**src/hdl/dqne_pkg.sv**
```systemverilog
// Shared types and constants for the DNS query name expander.
package dqne_pkg;

  localparam int HEADER_BYTES = 12;
  localparam int QC_HI_POS    = 4;
  localparam int QC_LO_POS    = 5;
  localparam int PTR_W        = 14;

  localparam logic [1:0] TYPE_LABEL = 2'b00;
  localparam logic [1:0] TYPE_PTR   = 2'b11;

  localparam logic [7:0] DOT_CHAR  = 8'h2e;
  localparam logic [7:0] BACKSLASH = 8'h5c;

  localparam logic [2:0] ST_OK        = 3'd0;
  localparam logic [2:0] ST_QCOUNT    = 3'd1;
  localparam logic [2:0] ST_MALFORMED = 3'd2;
  localparam logic [2:0] ST_EMPTY     = 3'd3;
  localparam logic [2:0] ST_SHORT     = 3'd4;
  localparam logic [2:0] ST_OVERFLOW  = 3'd5;

  typedef struct packed {
    logic [7:0] msg_byte;
    logic       last_byte;
  } in_word_t;

  typedef struct packed {
    logic [63:0] name_chunk;
    logic [3:0]  chunk_bytes;
    logic [2:0]  status;
    logic        last_chunk;
  } out_word_t;

  typedef struct packed {
    logic load;
    logic check;
    logic lbl_rd;
    logic lbl_ev;
    logic ptr_rd;
    logic ptr_ev;
    logic ch_rd;
    logic ch_ev;
    logic esc;
    logic fin;
    logic nm_cap;
    logic emit_ok;
    logic emit_err;
    logic clr;
  } cmd_t;

  typedef struct packed {
    logic last_acc;
    logic err;
    logic name_end;
    logic is_ptr;
    logic is_dot;
    logic lbl_done;
    logic chunk_full;
    logic final_chunk;
    logic slot_free;
  } sts_t;

endpackage

```
**src/hdl/dqne_ctrl.sv**
```systemverilog
// Sequencer for loading, name walk and chunked read-out.
module dqne_ctrl
  import dqne_pkg::*;
(
  input  logic clk,
  input  logic rst_n,
  input  sts_t sts,
  output cmd_t cmd
);

  typedef enum logic [13:0] {
    S_LOAD   = 14'b00000000000001,
    S_CHECK  = 14'b00000000000010,
    S_LBL_RD = 14'b00000000000100,
    S_LBL_EV = 14'b00000000001000,
    S_PTR_RD = 14'b00000000010000,
    S_PTR_EV = 14'b00000000100000,
    S_CH_RD  = 14'b00000001000000,
    S_CH_EV  = 14'b00000010000000,
    S_ESC    = 14'b00000100000000,
    S_FIN    = 14'b00001000000000,
    S_NM_RD  = 14'b00010000000000,
    S_NM_CAP = 14'b00100000000000,
    S_EMIT   = 14'b01000000000000,
    S_ERR    = 14'b10000000000000
  } state_t;

  state_t state_r, state_nxt;

  always_comb begin
    state_nxt = state_r;
    case (state_r)
      S_LOAD: begin
        if (sts.last_acc) state_nxt = S_CHECK;
      end
      S_CHECK: begin
        state_nxt = sts.err ? S_ERR : S_LBL_RD;
      end
      S_LBL_RD: begin
        state_nxt = sts.err ? S_ERR : S_LBL_EV;
      end
      S_LBL_EV: begin
        if (sts.err) state_nxt = S_ERR;
        else if (sts.name_end) state_nxt = S_FIN;
        else if (sts.is_ptr) state_nxt = S_PTR_RD;
        else state_nxt = S_CH_RD;
      end
      S_PTR_RD: begin
        state_nxt = sts.err ? S_ERR : S_PTR_EV;
      end
      S_PTR_EV: begin
        state_nxt = sts.err ? S_ERR : S_LBL_RD;
      end
      S_CH_RD: begin
        state_nxt = sts.err ? S_ERR : S_CH_EV;
      end
      S_CH_EV: begin
        if (sts.err) state_nxt = S_ERR;
        else if (sts.is_dot) state_nxt = S_ESC;
        else if (sts.lbl_done) state_nxt = S_LBL_RD;
        else state_nxt = S_CH_RD;
      end
      S_ESC: begin
        if (sts.err) state_nxt = S_ERR;
        else if (sts.lbl_done) state_nxt = S_LBL_RD;
        else state_nxt = S_CH_RD;
      end
      S_FIN: begin
        state_nxt = sts.err ? S_ERR : S_NM_RD;
      end
      S_NM_RD: begin
        state_nxt = S_NM_CAP;
      end
      S_NM_CAP: begin
        state_nxt = sts.chunk_full ? S_EMIT : S_NM_RD;
      end
      S_EMIT: begin
        if (sts.slot_free) state_nxt = sts.final_chunk ? S_LOAD : S_NM_RD;
      end
      S_ERR: begin
        if (sts.slot_free) state_nxt = S_LOAD;
      end
      default: begin
        state_nxt = S_LOAD;
      end
    endcase
  end

  always_ff @(posedge clk) begin
    if (!rst_n) begin
      state_r <= S_LOAD;
    end else begin
      state_r <= state_nxt;
    end
  end

  always_comb begin
    cmd          = '0;
    cmd.load     = (state_r == S_LOAD);
    cmd.check    = (state_r == S_CHECK);
    cmd.lbl_rd   = (state_r == S_LBL_RD);
    cmd.lbl_ev   = (state_r == S_LBL_EV);
    cmd.ptr_rd   = (state_r == S_PTR_RD);
    cmd.ptr_ev   = (state_r == S_PTR_EV);
    cmd.ch_rd    = (state_r == S_CH_RD);
    cmd.ch_ev    = (state_r == S_CH_EV);
    cmd.esc      = (state_r == S_ESC);
    cmd.fin      = (state_r == S_FIN);
    cmd.nm_cap   = (state_r == S_NM_CAP);
    cmd.emit_ok  = (state_r == S_EMIT);
    cmd.emit_err = (state_r == S_ERR);
    cmd.clr      = sts.slot_free &&
                   ((state_r == S_ERR) || (state_r == S_EMIT && sts.final_chunk));
  end

endmodule

```
**config.mk**
```make
export PLATFORM = sky130hd
export DESIGN_NAME = dqne_ctrl
export DESIGN_NICKNAME = d
export VERILOG_FILES = /design/src/hdl/dqne_pkg.sv /design/src/hdl/dqne_ctrl.sv
export SDC_FILE = /design/constraint.sdc
export NUM_CORES = 1
export LEC_CHECK = 0
export BUFFER_PORTS_ARGS = -buffer_cell sky130_fd_sc_hd__buf_2
export CAP_MARGIN = 15
export CORE_MARGIN = 4
export CORE_UTILIZATION = 50
export DETAILED_ROUTE_END_ITERATION = 10
export HOLD_SLACK_MARGIN = 0.06
export PLACE_DENSITY = 0.75
export SLEW_MARGIN = 10
export SYNTH_ARGS = -nofsm -noshare
export SYNTH_HDL_FRONTEND = slang
export SYNTH_SLANG_ARGS = --single-unit
```
**constraint.sdc**
```tcl
create_clock -name clk -period 3.89 [get_ports clk]
set_clock_uncertainty 0.2 [all_clocks]
set_input_delay 0.778 -clock clk [delete_from_list [all_inputs] [get_ports clk]]
set_output_delay 0.778 -clock clk [all_outputs]
set_load 0.05 [all_outputs]
```
Word level (Yosys, flattened, before mapping)
Index checks and enable logic that the tools add are counted.
- flip-flop bits (word level): 14
- bits of input ports: 11
- equal/unequal tests: 17
- mux-type cells: 18
- reductions and logical operators: 5
- operators by type and width (kind ; number):
    14-bit case mux with 13 select lines ; 1
    14-bit two-way mux ; 11
    14-bit by 1-bit equality test with 1-bit output, second input constant ; 1
    14-bit by 10-bit equality test with 1-bit output, second input constant ; 1
    14-bit by 11-bit equality test with 1-bit output, second input constant ; 1
    14-bit by 12-bit equality test with 1-bit output, second input constant ; 1
    14-bit by 13-bit equality test with 1-bit output, second input constant ; 1
    14-bit equality test, second input constant ; 1
    14-bit by 2-bit equality test with 1-bit output, second input constant ; 1
    14-bit by 3-bit equality test with 1-bit output, second input constant ; 1
    14-bit by 4-bit equality test with 1-bit output, second input constant ; 1
    14-bit by 5-bit equality test with 1-bit output, second input constant ; 1
    14-bit by 6-bit equality test with 1-bit output, second input constant ; 1
    14-bit by 7-bit equality test with 1-bit output, second input constant ; 1
    14-bit by 8-bit equality test with 1-bit output, second input constant ; 1
    14-bit by 9-bit equality test with 1-bit output, second input constant ; 1
    7-bit two-way mux ; 2
    13-bit two-way mux ; 1
    11-bit two-way mux ; 1
    10-bit two-way mux ; 1
    9-bit two-way mux ; 1
    2-bit inequality test, second input constant ; 3
    3-bit AND reduction ; 1
    1-bit logical AND ; 2
    2 further kinds ; 2

Depth between registers and ports, before layout
- word-level depth: 4
- mapped depth: 6
- mapped depth without buffers: 5

Least setup slack after synthesis
OpenSTA, ideal clock, no wires.
- path kind: reg-to-output
- start: register state_r[5]
- end: output port cmd[11] (netlist bit)
- arrival: 2.614 ns
- required time: 2.912 ns
- setup slack: 0.298 ns
- stages on the path, launching flop included: 5
- path through: dfxtp_1 buf_6 nor4_2 nand3_2 nor4_1
- RTL lines (item ; RTL line ; text):
    start, declared ; dqne_ctrl.sv:28 ; state_t state_r, state_nxt;
    start signal, assigned ; dqne_ctrl.sv:93 ; state_r <= state_nxt;
    end, declared ; dqne_ctrl.sv:8 ; output cmd_t cmd

==> impl_summary.log <==
[metrics] status: finished, final reports clean
[metrics] starting density of the core: 0.5251
[metrics] Reg with most FFs: state_r
[metrics] final antenna-violating net count: 0
[metrics] achievable clock frequency: 0.2992 GHz
[metrics] Worst Hold Depth: 2
[metrics] setup slack of the worst register-to-register path: around 1.6 ns
[metrics] H-tree depth: 1
[metrics] routed length on met2: 1158 um
[metrics] Global Route Usage Sum: 0.2175
[metrics] Setup WS pre-CTS: 0.9091 ns
[metrics] most frequent cells in the layout: buf_2 (24), nor2_1 (17), dfxtp_1 (14), o21ai_0 (8), nand2_1 (7)
[metrics] floorplan die area: 0.002826 mm^2
[metrics] data arrival at the endpoint of the critical path: 2.36 ns
[metrics] path category of the worst min-delay check: flop to flop
[metrics] Synth warnings: 0
[metrics] portion of the post-synthesis area used by sequential elements: 0.2748
[metrics] post-synth top area share: 0.2748
[metrics] most common library cell in the layout ignoring fill and taps: buf_2
[metrics] post-route total power: around 0.00057 W
[metrics] transition time of the tightest slew-check pin: 0.5058 ns
[metrics] critical path data required time: 2.91 ns
[metrics] post-route met1 wirelength: 1171 um
[metrics] Final min period: 3.342 ns
[metrics] top layer in use: met4
[metrics] total congestion overflow after global routing: 0
[metrics] total wire length after detailed routing: about 2600 um
[metrics] number of antenna violations at the first check in global routing: 0
[metrics] power density over the cells: 484.9 mW/mm^2
[metrics] number of global-route vias before repair: 989
[metrics] Final Cycle Share: 0.8592
[metrics] Seq. cell area: 280.3 um^2
[metrics] post-placement cell area: 0.001139 mm^2
[metrics] library cell occupying the most area in the post-synthesis netlist: dfxtp_1
[metrics] count of filler cells inserted in the layout: 180
[metrics] crit path max fanout: 9
[metrics] final setup violation count: 0
[metrics] core area: 0.001942 mm^2
[metrics] met3 wire length: 193 um
[metrics] Avg Inst Size Synth: between 8 and 9 um^2
[metrics] CTS max path bufs: 2
[metrics] synthesized area: 0.001020 mm^2
[metrics] synthesis-to-finish area growth: 15.22%
[metrics] post-route DRC violation count: 0
[metrics] critical-path cell with the highest stage delay: nor4_4
[metrics] Startpoint Class: flop
[metrics] synthesized netlist cell count: 126
[metrics] multi-input gate area in the final layout: 689.4 um^2
[metrics] worst setup path class: flop to primary output
[metrics] biggest regs: state_r (14)
[metrics] ratio of cells with drive above 1 in the final layout: 0.2838
[metrics] Inserted Diodes: 0
[metrics] total of flip-flops plus latches after synthesis: 14
[metrics] total nets after synthesis: 137
[metrics] CP cell instances: nor4_4, nand2_1, nor4_1, and3_1, buf_2
[metrics] hold_sp: state_r[10]
[metrics] die outline height: 53.16 um
[metrics] Reg clk slew, reported paths: 0.10 ns
[metrics] number of buffers and inverters on the critical path: 1
[metrics] family of cells with the greatest summed delay on the critical path: simple AND/OR/NAND/NOR gates
[metrics] final non-filler cell total: 175
[metrics] boundary pin count: 25
[metrics] cell leakage power: roughly 0.53 nW
[metrics] Max transition margin: 0.6600
[metrics] cts-stage hold buffer count: 0
[metrics] Num CTS Buffers: 3
[metrics] post-route setup TNS: 0 ns
[metrics] Detailed Place HPWL: between 1500 and 2000 um
[metrics] Unique masters post-synth: 43
[metrics] Num Clock Sinks: 14
[metrics] number of max-cap violations: 0
[metrics] capture endpoint of the worst hold path: state_r[11]
[metrics] number of endpoints with negative hold slack in the final report: 0
[metrics] max FFs per register: 14
[metrics] Worst R2R Start: state_r[1]
[metrics] via count: 1052
[metrics] Synth area leaders: dfxtp_1 (27%), nor2_1 (6.3%), xor2_1 (4.3%)
[metrics] Critical R2R Capture: state_r[4]
[metrics] Die W: 53.16 um
[metrics] Max Slew Vio Count: 0
[metrics] count of cells resized by post-cts repair: 0
[metrics] CTS Root Cell: clkbuf_4
[metrics] # rows: 16
[metrics] wire length of the first global-routing pass: 4554 um
[metrics] slowest stage delay, CP: 0.54 ns
[metrics] maximum ir drop on the vdd rail: between 200 and 250 uV
[metrics] post-route cell area: roughly 0.0012 mm^2
[metrics] RSZ-0062 raised after global routing: false
[metrics] Setup WS post-layout: 0.5476 ns
[metrics] Worst R2R Path Depth: 5
[metrics] post-CTS setup buffer count: 0
[metrics] post-placement cell count: 171
[metrics] Avg Vias per Cell: 6.011
[metrics] insertion delay of the later-clocked pin in the worst-skew pair: ~0.3 ns
[metrics] largest net degree at the start of global routing: 11
[metrics] total number of nets in the final design: 160
[metrics] wire length per cell: ~15 um
[metrics] TritonCTS clock tree: yes
[metrics] Buffers on Ports: 24
[metrics] drt first-iter violations: 34
[metrics] Pre-antenna DRT Iters: 4
[metrics] nature of the critical path endpoint: primary output
[metrics] global placement routability congestion: roughly 0.82
[tightest hold or removal path: stages, from the launching register on]
cell and delay (ns):
dfxtp_1 0.38, nand3b_1 0.11, nor3_1 0.05
[logic make-up (layout without fill, tap and decap cells)]
kind of cell / count (synthesis) / after routing / share of synthesized area
AO/OA/AOI/OAI: 24 / 24 / 0.1632
XOR/XNOR: 5 / 5 / 0.04294
buffers and inverters: 10 / 32 / 0.04907
AND/OR/NAND/NOR: 73 / 73 / 0.4699
flip-flops: 14 / 14 / 0.2748
[worst max-delay path by stage]
| stage | start | end | slack [ns] | depth (start not counted) |
|---|---|---|---|---|
| 5_1_grt | state_r[1] | cmd[3] | 0.31 | 5 |
| 3_5_place_dp | state_r[1] | cmd[3] | 0.91 | 5 |
| 6_report | state_r[1] | cmd[3] | 0.55 | 5 |
| 2_1_floorplan | state_r[5] | cmd[11] | 0.30 | 4 |
| 4_1_cts | state_r[1] | cmd[3] | 0.57 | 5 |
| 3_3_place_gp | state_r[1] | cmd[3] | 0.93 | 5 |
[power breakdown]
part / total, W / internal (W) / switching [W]
clock network: 0.000114 / 0.0000572 / 0.0000564
registers: 0.000188 / 0.000156 / 0.0000313
logic: 0.000268 / 0.000101 / 0.000167
total: 0.000570 / 0.000315 / 0.000255
[cell type report]
| class | instances | share of cell area |
|---|---|---|
| Multi-Input combinational cell | 102 | 0.5868 |
| Sequential cell | 14 | 0.2386 |
| Timing Repair Buffer | 24 | 0.1022 |
| Clock buffer | 4 | 0.03088 |
| Tap cell | 27 | 0.02875 |
| Inverter | 4 | 0.01278 |
[stage by stage]
step	utilization	hold slack [ns]
2_1_floorplan	-	0.3048
3_3_place_gp	0.5863	0.3438
3_5_place_dp	0.5863	0.3513
4_1_cts	0.6050	0.3651
5_1_grt	0.6050	0.3932
6_report	0.6050	0.3681
[synthesized netlist by cell type, drive strengths merged]
| master | number |
|---|---|
| nor4 | 9 |
| and2 | 2 |
| nand2 | 7 |
| o211ai | 2 |
| clkbuf | 3 |
| a21o | 1 |
| buf | 3 |
| o221ai | 1 |
| nor3 | 5 |
| or4 | 2 |
| xor2 | 5 |
| a32oi | 1 |
| dfxtp | 14 |
| a2bb2oi | 1 |
| nor3b | 3 |
| o22ai | 2 |
| o21a | 1 |
| a211oi | 1 |
| o21ai | 8 |
| nor2 | 17 |
| nand2b | 4 |
| nand4 | 2 |
| nand3b | 4 |
| or3 | 3 |
| nand3 | 5 |
| or2 | 2 |
| and3 | 4 |
| inv | 4 |
| or4b | 1 |
| and4 | 1 |
| a22oi | 1 |
| a21oi | 3 |
| a31o | 1 |
| nor4b | 1 |
| o31ai | 1 |
| and4b | 1 |
[metal layers]
metal	GRT usage	vias to the layer above
met4	0.08511	0
met3	0.03944	5
met1	0.2966	491
li1	-	516
met5	0	-
met2	0.3347	40
Power figures use the tool's default switching activity.
